File: src/hdl/sts_pkg.sv
package sts_pkg;

   localparam int LEN_W = 6;
   localparam int POS_W = 16;
   localparam int KW_NUM = 8;
   localparam int KW_MAX_LEN = 12;

   localparam logic [4:0] KIND_WORD   = 5'd0;
   localparam logic [4:0] KIND_NUMBER = 5'd1;
   localparam logic [4:0] KIND_KW_BASE = 5'd2;
   localparam logic [4:0] KIND_PUNCT_BASE = 5'd10;

   localparam logic [1:0] ERR_NONE     = 2'd0;
   localparam logic [1:0] ERR_DIGIT    = 2'd1;
   localparam logic [1:0] ERR_UNFINISH = 2'd2;
   localparam logic [1:0] ERR_OVERFLOW = 2'd3;

   localparam logic [7:0] CH_QUOTE   = 8'h22;
   localparam logic [7:0] CH_NEWLINE = 8'h0A;
   localparam logic [7:0] CH_TAB     = 8'h09;
   localparam logic [7:0] CH_SPACE   = 8'h20;
   localparam logic [7:0] CH_DOT     = 8'h2E;
   localparam logic [7:0] CH_ZERO    = 8'h30;
   localparam logic [7:0] CH_NINE    = 8'h39;

   localparam logic [3:0] KW_LEN [KW_NUM] = '{4'd7, 4'd7, 4'd12, 4'd5, 4'd8, 4'd8, 4'd4, 4'd4};

   localparam logic [7:0] KW_CHARS [KW_NUM][KW_MAX_LEN] = '{
      '{8'h69, 8'h6D, 8'h70, 8'h72, 8'h69, 8'h6D, 8'h65, 8'h00, 8'h00, 8'h00, 8'h00, 8'h00},
      '{8'h65, 8'h78, 8'h70, 8'h72, 8'h69, 8'h6D, 8'h65, 8'h00, 8'h00, 8'h00, 8'h00, 8'h00},
      '{8'h63, 8'h68, 8'h72, 8'h6F, 8'h6E, 8'h6F, 8'h6D, 8'hC3, 8'hA8, 8'h74, 8'h72, 8'h65},
      '{8'h74, 8'h65, 8'h6D, 8'h70, 8'h73, 8'h00, 8'h00, 8'h00, 8'h00, 8'h00, 8'h00, 8'h00},
      '{8'h66, 8'h6F, 8'h6E, 8'h63, 8'h74, 8'h69, 8'h6F, 8'h6E, 8'h00, 8'h00, 8'h00, 8'h00},
      '{8'h72, 8'h65, 8'h74, 8'h6F, 8'h75, 8'h72, 8'h6E, 8'h65, 8'h00, 8'h00, 8'h00, 8'h00},
      '{8'h76, 8'h72, 8'h61, 8'h69, 8'h00, 8'h00, 8'h00, 8'h00, 8'h00, 8'h00, 8'h00, 8'h00},
      '{8'h66, 8'h61, 8'h75, 8'h78, 8'h00, 8'h00, 8'h00, 8'h00, 8'h00, 8'h00, 8'h00, 8'h00}
   };

   typedef enum logic [3:0] {
      MODE_WORD = 4'b0001,
      MODE_LIT  = 4'b0010,
      MODE_NUM  = 4'b0100,
      MODE_HALT = 4'b1000
   } mode_type;

   // one queue entry: everything a single input byte asks the back end to emit
   typedef struct packed {
      logic             flush_en;
      logic [4:0]       flush_kind;
      logic [LEN_W-1:0] flush_len;
      logic [POS_W-1:0] flush_line;
      logic [POS_W-1:0] flush_col;
      logic             single_en;
      logic [4:0]       single_kind;
      logic [7:0]       single_byte;
      logic [1:0]       err_code;
      logic [POS_W-1:0] line;
      logic [POS_W-1:0] col;
   } cmd_type;

   function automatic logic [4:0] punct_kind(input logic [7:0] c);
      logic [4:0] k;
      case (c)
         8'h7B: k = 5'd10;
         8'h7D: k = 5'd11;
         8'h28: k = 5'd12;
         8'h29: k = 5'd13;
         8'h5B: k = 5'd14;
         8'h5D: k = 5'd15;
         8'h3D: k = 5'd16;
         8'h3B: k = 5'd17;
         8'h2C: k = 5'd18;
         8'h2B: k = 5'd19;
         8'h2D: k = 5'd20;
         8'h2F: k = 5'd21;
         8'h2A: k = 5'd22;
         8'h7E: k = 5'd23;
         8'h26: k = 5'd24;
         8'h7C: k = 5'd25;
         8'h5E: k = 5'd26;
         8'h3C: k = 5'd27;
         8'h3E: k = 5'd28;
         8'h0A: k = 5'd29;
         8'h3A: k = 5'd30;
         default: k = KIND_WORD;
      endcase
      return k;
   endfunction

   function automatic logic [POS_W-1:0] sat_inc(input logic [POS_W-1:0] v);
      return (v == {POS_W{1'b1}}) ? v : v + 1'b1;
   endfunction

endpackage

File: src/hdl/sts_ram.sv
module sts_ram #(
   parameter int WIDTH = 8,
   parameter int DEPTH = 32
) (
   input  logic                     clock,
   input  logic                     wr_en,
   input  logic [$clog2(DEPTH)-1:0] wr_addr,
   input  logic [WIDTH-1:0]         wr_data,
   input  logic [$clog2(DEPTH)-1:0] rd_addr,
   output logic [WIDTH-1:0]         rd_data
);

   logic [WIDTH-1:0] mem [DEPTH];

   always_ff @(posedge clock) begin
      if (wr_en) begin
         mem[wr_addr] <= wr_data;
      end
      rd_data <= mem[rd_addr];
   end

endmodule

File: src/hdl/sts_front.sv
module sts_front #(
   parameter int WORD_MAX = 32
) (
   input  logic                        clock,
   input  logic                        reset,
   input  logic                        req_valid,
   output logic                        req_stall,
   input  logic [7:0]                  req_char_code,
   input  logic                        req_final_byte,
   input  logic                        q_full,
   input  logic                        q_store_busy,
   output logic                        cmd_valid,
   output sts_pkg::cmd_type            cmd,
   output logic                        wr_en,
   output logic [$clog2(WORD_MAX)-1:0] wr_addr,
   output logic [7:0]                  wr_data
);

   localparam int AW = $clog2(WORD_MAX);
   localparam int LW = sts_pkg::LEN_W;
   localparam logic [LW-1:0] LEN_LIMIT = LW'(WORD_MAX);

   sts_pkg::mode_type                mode_ff, mode_in;
   logic [sts_pkg::LEN_W-1:0]        len_ff, len_in;
   logic [sts_pkg::POS_W-1:0]        line_ff, line_in, col_ff, col_in;
   logic [sts_pkg::KW_NUM-1:0]       alive_ff, alive_in;
   logic                             accept;
   logic                             is_digit, is_num, push;
   logic                             num_end;
   logic [sts_pkg::LEN_W-1:0]        base_len;
   logic                             pend_ff, pend_in;
   logic [7:0]                       pend_byte_ff, pend_byte_in;
   logic [4:0]                       pk;
   logic [sts_pkg::KW_NUM-1:0]       hit, done;

   assign req_stall = q_full || q_store_busy || pend_ff;
   assign accept    = req_valid && !req_stall;
   assign is_digit  = (req_char_code >= sts_pkg::CH_ZERO) && (req_char_code <= sts_pkg::CH_NINE);
   assign is_num    = is_digit || (req_char_code == sts_pkg::CH_DOT);
   assign pk        = sts_pkg::punct_kind(req_char_code);
   // a byte that ends a number starts from an empty word
   assign num_end   = (mode_ff == sts_pkg::MODE_NUM) && !is_num;
   assign base_len  = num_end ? '0 : len_ff;

   // running keyword match, one bit per keyword, against the pending word
   always_comb begin
      for (int k = 0; k < sts_pkg::KW_NUM; k++) begin
         hit[k] = ((base_len == '0) || alive_ff[k])
                  && (base_len < LW'(sts_pkg::KW_LEN[k]))
                  && (sts_pkg::KW_CHARS[k][base_len[3:0]] == req_char_code);
         done[k] = hit[k] && ((base_len + 1'b1) == LW'(sts_pkg::KW_LEN[k]));
      end
   end

   always_comb begin
      mode_in  = mode_ff;
      len_in   = len_ff;
      line_in  = line_ff;
      col_in   = col_ff;
      alive_in = alive_ff;
      push     = 1'b0;
      cmd      = '0;
      cmd.flush_line = line_ff;
      cmd.flush_col  = col_ff;

      if (mode_ff != sts_pkg::MODE_HALT) begin
         // a number ends before the byte that ends it, at the old position
         if (num_end) begin
            cmd.flush_en   = 1'b1;
            cmd.flush_kind = sts_pkg::KIND_NUMBER;
            cmd.flush_len  = len_ff;
            len_in  = '0;
            mode_in = sts_pkg::MODE_WORD;
         end

         if (mode_in == sts_pkg::MODE_LIT) begin
            col_in = sts_pkg::sat_inc(col_ff);
            if (req_char_code == sts_pkg::CH_QUOTE) begin
               cmd.flush_en   = (len_ff != '0);
               cmd.flush_kind = sts_pkg::KIND_WORD;
               cmd.flush_len  = len_ff;
               cmd.flush_line = line_in;
               cmd.flush_col  = col_in;
               len_in  = '0;
               mode_in = sts_pkg::MODE_WORD;
            end else if (len_ff >= LEN_LIMIT) begin
               cmd.err_code = sts_pkg::ERR_OVERFLOW;
            end else begin
               push = 1'b1;
            end
         end else if (mode_in == sts_pkg::MODE_NUM) begin
            col_in = sts_pkg::sat_inc(col_ff);
            if (len_ff >= LEN_LIMIT) begin
               cmd.err_code = sts_pkg::ERR_OVERFLOW;
            end else begin
               push = 1'b1;
            end
         end else if (req_char_code == sts_pkg::CH_SPACE || req_char_code == sts_pkg::CH_TAB) begin
            col_in = sts_pkg::sat_inc(col_ff);
         end else begin
            if (req_char_code == sts_pkg::CH_NEWLINE) begin
               line_in = sts_pkg::sat_inc(line_ff);
               col_in  = 16'd1;
            end else begin
               col_in = sts_pkg::sat_inc(col_ff);
            end
            if (pk != sts_pkg::KIND_WORD || req_char_code == sts_pkg::CH_QUOTE) begin
               if (len_in != '0) begin
                  cmd.flush_en   = 1'b1;
                  cmd.flush_kind = sts_pkg::KIND_WORD;
                  cmd.flush_len  = len_in;
                  cmd.flush_line = line_in;
                  cmd.flush_col  = col_in;
               end
               len_in = '0;
               if (req_char_code == sts_pkg::CH_QUOTE) begin
                  mode_in = sts_pkg::MODE_LIT;
               end else begin
                  cmd.single_en   = 1'b1;
                  cmd.single_kind = pk;
                  cmd.single_byte = req_char_code;
               end
            end else if (is_digit) begin
               if (len_in != '0) begin
                  cmd.err_code = sts_pkg::ERR_DIGIT;
               end else begin
                  push    = 1'b1;
                  mode_in = sts_pkg::MODE_NUM;
               end
            end else if (len_in >= LEN_LIMIT) begin
               cmd.err_code = sts_pkg::ERR_OVERFLOW;
            end else begin
               push     = 1'b1;
               alive_in = hit;
               for (int k = sts_pkg::KW_NUM - 1; k >= 0; k--) begin
                  if (done[k]) begin
                     cmd.flush_en   = 1'b1;
                     cmd.flush_kind = sts_pkg::KIND_KW_BASE + 5'(k);
                     cmd.flush_len  = base_len + 1'b1;
                     cmd.flush_line = line_in;
                     cmd.flush_col  = col_in;
                  end
               end
            end
         end

         if (push) begin
            len_in = base_len + 1'b1;
         end
         if (|done && push && mode_in == sts_pkg::MODE_WORD) begin
            len_in = '0;
         end

         cmd.line = line_in;
         cmd.col  = col_in;

         if (cmd.err_code == sts_pkg::ERR_NONE && req_final_byte) begin
            if (mode_in == sts_pkg::MODE_NUM) begin
               cmd.flush_en   = 1'b1;
               cmd.flush_kind = sts_pkg::KIND_NUMBER;
               cmd.flush_len  = len_in;
               cmd.flush_line = line_in;
               cmd.flush_col  = col_in;
            end else if (mode_in == sts_pkg::MODE_LIT || len_in != '0) begin
               cmd.err_code = sts_pkg::ERR_UNFINISH;
            end
            if (cmd.err_code == sts_pkg::ERR_NONE) begin
               mode_in = sts_pkg::MODE_WORD;
               len_in  = '0;
               line_in = '0;
               col_in  = '0;
            end
         end

         if (cmd.err_code != sts_pkg::ERR_NONE) begin
            mode_in = sts_pkg::MODE_HALT;
         end
      end
   end

   // a word byte that ends a number waits until the number has left the store
   assign pend_in      = (accept && push && num_end) || (pend_ff && q_store_busy);
   assign pend_byte_in = accept ? req_char_code : pend_byte_ff;

   assign cmd_valid = accept && (cmd.flush_en || cmd.single_en
                                 || cmd.err_code != sts_pkg::ERR_NONE);
   assign wr_en     = (accept && push && !num_end) || (pend_ff && !q_store_busy);
   assign wr_addr   = pend_ff ? '0 : base_len[AW-1:0];
   assign wr_data   = pend_ff ? pend_byte_ff : req_char_code;

   always_ff @(posedge clock) begin
      if (reset) begin
         mode_ff  <= sts_pkg::MODE_WORD;
         len_ff   <= '0;
         line_ff  <= '0;
         col_ff   <= '0;
         alive_ff <= '0;
      end else if (accept) begin
         mode_ff  <= mode_in;
         len_ff   <= len_in;
         line_ff  <= line_in;
         col_ff   <= col_in;
         alive_ff <= alive_in;
      end
   end

   always_ff @(posedge clock) begin
      if (reset) begin
         pend_ff <= 1'b0;
      end else begin
         pend_ff <= pend_in;
      end
   end

   always_ff @(posedge clock) begin
      pend_byte_ff <= pend_byte_in;
   end

endmodule

File: src/hdl/sts_queue.sv
module sts_queue (
   input  logic             clock,
   input  logic             reset,
   input  logic             push,
   input  sts_pkg::cmd_type push_cmd,
   output logic             full,
   output logic             store_busy,
   output logic             head_valid,
   output sts_pkg::cmd_type head_cmd,
   input  logic             pop
);

   sts_pkg::cmd_type entry_ff [2];
   logic [1:0]       valid_ff, valid_in;
   logic             wr_ptr_ff, rd_ptr_ff;

   assign full       = &valid_ff;
   assign head_valid = valid_ff[rd_ptr_ff];
   assign head_cmd   = entry_ff[rd_ptr_ff];
   // a pending flush still has to read the word store
   assign store_busy = (valid_ff[0] && entry_ff[0].flush_en)
                       || (valid_ff[1] && entry_ff[1].flush_en);

   always_comb begin
      valid_in = valid_ff;
      if (push) begin
         valid_in[wr_ptr_ff] = 1'b1;
      end
      if (pop) begin
         valid_in[rd_ptr_ff] = 1'b0;
      end
   end

   always_ff @(posedge clock) begin
      if (push) begin
         entry_ff[wr_ptr_ff] <= push_cmd;
      end
   end

   always_ff @(posedge clock) begin
      if (reset) begin
         valid_ff  <= '0;
         wr_ptr_ff <= 1'b0;
         rd_ptr_ff <= 1'b0;
      end else begin
         valid_ff <= valid_in;
         if (push) begin
            wr_ptr_ff <= !wr_ptr_ff;
         end
         if (pop) begin
            rd_ptr_ff <= !rd_ptr_ff;
         end
      end
   end

endmodule

File: src/hdl/sts_back.sv
module sts_back #(
   parameter int WORD_MAX = 32
) (
   input  logic                        clock,
   input  logic                        reset,
   input  logic                        head_valid,
   input  sts_pkg::cmd_type            head_cmd,
   output logic                        pop,
   output logic [$clog2(WORD_MAX)-1:0] rd_addr,
   input  logic [7:0]                  rd_data,
   output logic                        rsp_valid,
   input  logic                        rsp_stall,
   output logic [4:0]                  rsp_token_kind,
   output logic [7:0]                  rsp_content_byte,
   output logic [15:0]                 rsp_line_number,
   output logic [15:0]                 rsp_column_number,
   output logic                        rsp_token_end,
   output logic [1:0]                  rsp_error_code,
   output logic                        rsp_run_last
);

   localparam int AW = $clog2(WORD_MAX);

   typedef enum logic [3:0] {
      ST_IDLE   = 4'b0001,
      ST_FLUSH  = 4'b0010,
      ST_SINGLE = 4'b0100,
      ST_ERR    = 4'b1000
   } state_type;

   state_type                 state_ff, state_in;
   logic [sts_pkg::LEN_W-1:0] idx_ff, idx_in, idx_next;
   logic                      out_free, emit, last_byte, has_err;
   logic                      valid_ff, valid_in;
   logic [4:0]                kind_ff, kind_in;
   logic [7:0]                byte_ff, byte_in;
   logic [15:0]               line_ff, line_in, col_ff, col_in;
   logic                      end_ff, end_in, run_ff, run_in;
   logic [1:0]                err_ff, err_in;

   assign out_free  = !valid_ff || !rsp_stall;
   assign has_err   = head_cmd.err_code != sts_pkg::ERR_NONE;
   assign idx_next  = idx_ff + 1'b1;
   assign last_byte = idx_next == head_cmd.flush_len;

   always_comb begin
      state_in = state_ff;
      idx_in   = idx_ff;
      emit     = 1'b0;
      pop      = 1'b0;
      kind_in  = kind_ff;
      byte_in  = byte_ff;
      line_in  = line_ff;
      col_in   = col_ff;
      end_in   = end_ff;
      run_in   = run_ff;
      err_in   = err_ff;
      rd_addr  = '0;
      case (state_ff)
         ST_IDLE: begin
            idx_in = '0;
            if (head_valid) begin
               if (head_cmd.flush_en) begin
                  state_in = ST_FLUSH;
               end else if (head_cmd.single_en) begin
                  state_in = ST_SINGLE;
               end else begin
                  state_in = ST_ERR;
               end
            end
         end
         ST_FLUSH: begin
            rd_addr = idx_ff[AW-1:0];
            if (out_free) begin
               emit    = 1'b1;
               kind_in = head_cmd.flush_kind;
               byte_in = rd_data;
               line_in = head_cmd.flush_line;
               col_in  = head_cmd.flush_col;
               end_in  = last_byte;
               err_in  = sts_pkg::ERR_NONE;
               run_in  = last_byte && !head_cmd.single_en && !has_err;
               if (last_byte) begin
                  if (head_cmd.single_en) begin
                     state_in = ST_SINGLE;
                  end else if (has_err) begin
                     state_in = ST_ERR;
                  end else begin
                     state_in = ST_IDLE;
                     pop      = 1'b1;
                  end
               end else begin
                  idx_in  = idx_next;
                  rd_addr = idx_next[AW-1:0];
               end
            end
         end
         ST_SINGLE: begin
            if (out_free) begin
               emit    = 1'b1;
               kind_in = head_cmd.single_kind;
               byte_in = head_cmd.single_byte;
               line_in = head_cmd.line;
               col_in  = head_cmd.col;
               end_in  = 1'b1;
               err_in  = sts_pkg::ERR_NONE;
               run_in  = !has_err;
               if (has_err) begin
                  state_in = ST_ERR;
               end else begin
                  state_in = ST_IDLE;
                  pop      = 1'b1;
               end
            end
         end
         ST_ERR: begin
            if (out_free) begin
               emit     = 1'b1;
               kind_in  = sts_pkg::KIND_WORD;
               byte_in  = '0;
               line_in  = head_cmd.line;
               col_in   = head_cmd.col;
               end_in   = 1'b0;
               err_in   = head_cmd.err_code;
               run_in   = 1'b1;
               state_in = ST_IDLE;
               pop      = 1'b1;
            end
         end
         default: begin
            state_in = ST_IDLE;
         end
      endcase
      valid_in = emit || (valid_ff && rsp_stall);
   end

   always_ff @(posedge clock) begin
      if (reset) begin
         state_ff <= ST_IDLE;
         idx_ff   <= '0;
         valid_ff <= 1'b0;
      end else begin
         state_ff <= state_in;
         idx_ff   <= idx_in;
         valid_ff <= valid_in;
      end
   end

   always_ff @(posedge clock) begin
      kind_ff <= kind_in;
      byte_ff <= byte_in;
      line_ff <= line_in;
      col_ff  <= col_in;
      end_ff  <= end_in;
      run_ff  <= run_in;
      err_ff  <= err_in;
   end

   assign rsp_valid         = valid_ff;
   assign rsp_token_kind    = kind_ff;
   assign rsp_content_byte  = byte_ff;
   assign rsp_line_number   = line_ff;
   assign rsp_column_number = col_ff;
   assign rsp_token_end     = end_ff;
   assign rsp_error_code    = err_ff;
   assign rsp_run_last      = run_ff;

endmodule

File: src/hdl/script_token_scanner_unit.sv
// Script token scanner: takes one byte of script text per transfer and emits
// each token as a run of content-byte results carrying kind, line and column.
// The front end classifies a byte combinationally and queues what it causes; the
// back end takes each queued entry in its idle state and then emits one result
// per cycle while the result side does not stall, reading pending word bytes
// from the word store one per cycle. The input is held while the two-entry
// queue is full, while a queued entry still has a token to flush from the word
// store, and while a word byte that ended a number waits to be written to it.
// A byte that only emits a single-byte token or an error queues one entry; a
// byte that emits nothing queues nothing. Stalls on the result side hold the
// back end and, once the queue fills, the input.
// An error result halts the scanner until reset; later bytes are taken and dropped.
module script_token_scanner_unit #(
   parameter int WORD_MAX = 32
) (
   input  logic        clock,
   input  logic        reset,
   input  logic        req_valid,
   output logic        req_stall,
   input  logic [7:0]  req_char_code,
   input  logic        req_final_byte,
   output logic        rsp_valid,
   input  logic        rsp_stall,
   output logic [4:0]  rsp_token_kind,
   output logic [7:0]  rsp_content_byte,
   output logic [15:0] rsp_line_number,
   output logic [15:0] rsp_column_number,
   output logic        rsp_token_end,
   output logic [1:0]  rsp_error_code,
   output logic        rsp_run_last
);

   localparam int AW = $clog2(WORD_MAX);

   sts_pkg::cmd_type cmd, head_cmd;
   logic             cmd_valid, q_full, q_store_busy, head_valid, pop;
   logic             wr_en;
   logic [AW-1:0]    wr_addr, rd_addr;
   logic [7:0]       wr_data, rd_data;

   sts_front #(.WORD_MAX(WORD_MAX)) u_front (
      .clock          (clock),
      .reset          (reset),
      .req_valid      (req_valid),
      .req_stall      (req_stall),
      .req_char_code  (req_char_code),
      .req_final_byte (req_final_byte),
      .q_full         (q_full),
      .q_store_busy   (q_store_busy),
      .cmd_valid      (cmd_valid),
      .cmd            (cmd),
      .wr_en          (wr_en),
      .wr_addr        (wr_addr),
      .wr_data        (wr_data)
   );

   sts_ram #(.WIDTH(8), .DEPTH(WORD_MAX)) u_store (
      .clock   (clock),
      .wr_en   (wr_en),
      .wr_addr (wr_addr),
      .wr_data (wr_data),
      .rd_addr (rd_addr),
      .rd_data (rd_data)
   );

   sts_queue u_queue (
      .clock      (clock),
      .reset      (reset),
      .push       (cmd_valid),
      .push_cmd   (cmd),
      .full       (q_full),
      .store_busy (q_store_busy),
      .head_valid (head_valid),
      .head_cmd   (head_cmd),
      .pop        (pop)
   );

   sts_back #(.WORD_MAX(WORD_MAX)) u_back (
      .clock             (clock),
      .reset             (reset),
      .head_valid        (head_valid),
      .head_cmd          (head_cmd),
      .pop               (pop),
      .rd_addr           (rd_addr),
      .rd_data           (rd_data),
      .rsp_valid         (rsp_valid),
      .rsp_stall         (rsp_stall),
      .rsp_token_kind    (rsp_token_kind),
      .rsp_content_byte  (rsp_content_byte),
      .rsp_line_number   (rsp_line_number),
      .rsp_column_number (rsp_column_number),
      .rsp_token_end     (rsp_token_end),
      .rsp_error_code    (rsp_error_code),
      .rsp_run_last      (rsp_run_last)
   );

endmodule
File: config.mk
export PLATFORM = sky130hd
export DESIGN_NAME = script_token_scanner_unit
export DESIGN_NICKNAME = d
export VERILOG_FILES = /design/src/hdl/sts_pkg.sv /design/src/hdl/sts_ram.sv /design/src/hdl/sts_front.sv /design/src/hdl/sts_queue.sv /design/src/hdl/sts_back.sv /design/src/hdl/script_token_scanner_unit.sv
export SDC_FILE = /design/constraint.sdc
export NUM_CORES = 1
export LEC_CHECK = 0
export ABC_AREA = 1
export BUFFER_PORTS_ARGS = -buffer_cell sky130_fd_sc_hd__buf_4
export CAP_MARGIN = 5
export CORE_MARGIN = 2
export CORE_UTILIZATION = 55
export CTS_CLUSTER_SIZE = 24
export DETAILED_ROUTE_END_ITERATION = 7
export PLACE_DENSITY = 0.78
export SLEW_MARGIN = 30
export SYNTH_ARGS = -nofsm -noshare
export SYNTH_HDL_FRONTEND = slang
export SYNTH_SLANG_ARGS = --single-unit
File: constraint.sdc
create_clock -name clock -period 10.3 [get_ports clock]
set_clock_uncertainty 0.1 [all_clocks]
set_input_delay 0.515 -clock clock [delete_from_list [all_inputs] [get_ports clock]]
set_output_delay 0.515 -clock clock [all_outputs]
set_load 0.05 [all_outputs]
==> results.sh <==
export IMPL_syn_avg_cell_area_sq_um=9.54
export IMPL_fp_coreArea_sq_mm=0.0511
export IMPL_yosysSeqAreaShare=0.577
export IMPL_synth_yosys_warnings=0
export IMPL_synth_edf_count=495
export IMPL_die_area_sq_mm=0.0534
export IMPL_syn_to_final_growth_pct=9.51
export IMPL_tightest_slew_ns=1.05
export IMPL_crit_buf_inv=9
export IMPL_nFillCells=4155
export IMPL_synth_mux_area_fraction=0.0131
export IMPL_ctsResizeCount=0
export IMPL_ys_async_sr_fraction=0
export IMPL_die_x_um=231
export IMPL_synth_area_leaders="edfxtp_1, nand2_1, o21ai_0, dfxtp_1, nor2_1"
export IMPL_relSlewSlack=0.289
export IMPL_fp_row_count=83
export IMPL_fin_crit_ns=7.50
export IMPL_die_h_um=231
export IMPL_track_usage=0.294
export IMPL_nets=2989
export IMPL_cp_arrival_ns=7.66
export IMPL_power_density_mw_per_mm2=187
export IMPL_clk_path_buf_depth=3
export IMPL_cts_clk_slew_worst_paths_ns=0.06
export IMPL_synthXorXnorAreaFrac=0.0130
export IMPL_cp_end_kind="register"
export IMPL_hold_viol=0
export IMPL_ff2ff_path_depth=23
export IMPL_hpwl_um=51800
export IMPL_hp_start="req_char_code[7]"
export IMPL_antenna_found_initial=0
export IMPL_startpoint_type="input port"
export IMPL_period_share=0.729
export IMPL_synthAdderAreaFrac=0.00530
export IMPL_min_to="u_front.pend_byte_ff[7]"
export IMPL_crit_required_ns=10.46
export IMPL_first_pass_iters=6
export IMPL_cts_setup_buffers=0
export IMPL_synth_largest_area_cell="edfxtp_1"
export IMPL_cp_slowest_stage_delay_ns=0.95
export IMPL_power_leakage_nw=11.2
export IMPL_drc=0
export IMPL_synthDistinctLibCells=61
export IMPL_synth_compound_area_frac=0.141
export IMPL_max_freq_ghz=0.133
export IMPL_finish_instance_area_sq_mm=0.0310
export IMPL_drtIter0Drc=2520
export IMPL_grt_pass1_wl_um=122000
export IMPL_power_mw=5.80
export IMPL_report_final_slew_viol_count=0
export IMPL_via_per_inst=6.15
export IMPL_synthFlopType="edfxtp_1"
export IMPL_yosys_area_share_simple=0.195
export IMPL_synthTopCellsByCount="nand2_1, edfxtp_1, nor2_1"
export IMPL_ys_ff_latch=570
export IMPL_placed_area_sq_mm=0.0293
export IMPL_slowest_stage="inv_2"
export IMPL_synthesis_area_sq_mm=0.0283
export IMPL_crit_start="req_char_code[0]"
export IMPL_synth_top_family_by_area="simple AND/OR/NAND/NOR gates"
export IMPL_rsz0062_at_grt="no"
export IMPL_wirelength_um=79300
export IMPL_synth_most_common_cell="nand2_1"
export IMPL_rrSetupSlack_ns=2.82
export IMPL_totalNegativeSetupSlack_ns=0
export IMPL_gp_congestion=0.947
export IMPL_path_max_fanout=59
export IMPL_ios=64
export IMPL_ant_nets=0
export IMPL_cts_max_level=2
export IMPL_initial_core_util=0.555
export IMPL_hold_path_class="input port to register"
export IMPL_wl_per_cell_um=21.5
export IMPL_r2r_end="u_queue.entry_ff[1][70]"
export IMPL_worstReg2RegStart="u_front.mode_ff[3]"
export IMPL_critical_path_class="input port to register"
export IMPL_drive_gt1_frac=0.113
export IMPL_cpLargestDelayFamily="buffers and inverters"
export IMPL_grt_max_degree=77
export IMPL_synth_top_area_frac=0.524
export IMPL_setup_viol=0
export IMPL_n_antenna_cell=0
export IMPL_cts_tree="built"
export IMPL_ctsHoldBuffers=0
export IMPL_clock_sinks=570
export IMPL_clock_latency_ns=0.63
export IMPL_via_count=22701
export IMPL_worstHoldPathCells=1
export IMPL_grt_pass1_vias=21793
export IMPL_status="finished clean"
export IMPL_cap_violations=0
export IMPL_port_buffers=63
export IMPL_synthCells=2972
export IMPL_grt_overflow_total=0
export IMPL_cts_buffers_inserted=55
export IMPL_cts_root_buffer="clkbuf_16"
export IMPL_ir_worst_vdd_mv=0.150
-- cells in the final DEF, fill, tap and decap left out, types with 12 or more instances in the layout --
| master | Yosys | layout |
|---|---|---|
| o31ai_1 | 13 | 13 |
| mux2i_1 | 37 | 37 |
| o22ai_2 | 30 | 30 |
| buf_4 | 6 | 94 |
| clkbuf_1 | 116 | 16 |
| nand2_2 | 13 | 13 |
| o221ai_1 | 43 | 43 |
| nand3_1 | 151 | 151 |
| nor3_1 | 40 | 39 |
| a31oi_1 | 20 | 20 |
| o21ai_0 | 311 | 302 |
| nand4_1 | 28 | 28 |
| o22ai_1 | 29 | 29 |
| nor2_1 | 373 | 371 |
| ha_1 | 12 | 12 |
| o211ai_1 | 52 | 52 |
| dfxtp_1 | 75 | 74 |
| clkbuf_16 | 0 | 55 |
| nand2_1 | 558 | 557 |
| or2_2 | 38 | 38 |
| nor4_1 | 12 | 12 |
| a21oi_1 | 112 | 112 |
| inv_2 | 22 | 23 |
| inv_1 | 199 | 195 |
| o21ai_1 | 30 | 28 |
| xor2_1 | 42 | 42 |
| edfxtp_1 | 495 | 495 |
-- layer usage --
layer | GRT usage | up-vias | routed length, um | share of wire
li1 | - | 10388 | - | -
met1 | 0.391 | 10888 | 31600 | 0.40
met2 | 0.476 | 1225 | 37500 | 0.47
met3 | 0.0447 | 200 | 6900 | 0.087
met4 | 0.138 | 0 | 3400 | 0.043
met5 | 0 | - | 0 | 0
-- registers in the layout (all words and copies together) (netlist names), 2 cells and up, named ones only --
signal / count
u_back.state_ff: 4
u_front.alive_ff: 8
u_back.rsp_line_number: 16
u_queue.valid_ff: 2
u_front.line_ff: 16
u_front.mode_ff: 4
u_front.len_ff: 6
u_front.col_ff: 16
u_queue.entry_ff: 182
u_back.idx_ff: 6
u_back.rsp_content_byte: 8
u_store.rd_data: 8
u_front.pend_byte_ff: 8
u_back.rsp_token_kind: 5
u_store.mem: 256
u_back.rsp_error_code: 2
u_back.rsp_column_number: 16
-- how the worst max path moves through the flow --
stage / to / slack, ns / cells past startpoint
2_1_floorplan: u_queue.entry_ff[1][0] / 4.38 / 29
3_5_place_dp: u_queue.entry_ff[0][50] / 2.24 / 26
5_1_grt: u_queue.entry_ff[1][18] / 2.31 / 26
4_1_cts: u_queue.entry_ff[0][50] / 2.82 / 23
3_3_place_gp: u_queue.entry_ff[0][2] / 2.48 / 26
6_report: u_queue.entry_ff[1][70] / 2.80 / 26
-- where the power goes --
part	internal, mW	leakage, nW	switching [mW]
Clock	1.10	0.854	0.884
Sequential	2.70	5.16	0.0512
Combinational	0.254	5.14	0.804
-- per-stage QoR --
step	hold WS [ns]	utilization	instances	setup WS [ns]
floorplan	0.329	-	2973	4.38
global placement	0.347	0.573	3587	2.48
detailed placement	0.356	0.573	3587	2.24
CTS	0.0188	0.607	3689	2.82
global route	0.0162	0.608	3689	2.31
finish	0.0451	0.608	3689	2.80
-- cell families (layout without fill, tap and decap cells) --
kind of cell,count (synthesis),in the layout
xor gates and xnor gates,42,42
AOI/OAI and AO/OA,662,662
DFF,570,570
buffers and inverters,384,420
muxes,37,37
and+or+nand+nor,1264,1264
other,1,2
adders and majority gates,12,12
-- cell type report --
cell class / count / area (sq um) / share of cell area
clock inverter: 30 / 317 / 0.0102
tap: 680 / 851 / 0.0274
inverter: 224 / 850 / 0.0274
multi-input combinational: 2019 / 10500 / 0.338
sequential: 570 / 16400 / 0.527
timing repair buffer: 94 / 706 / 0.0227
clock buffer: 72 / 1450 / 0.0467
Power figures use the tool's default switching activity.
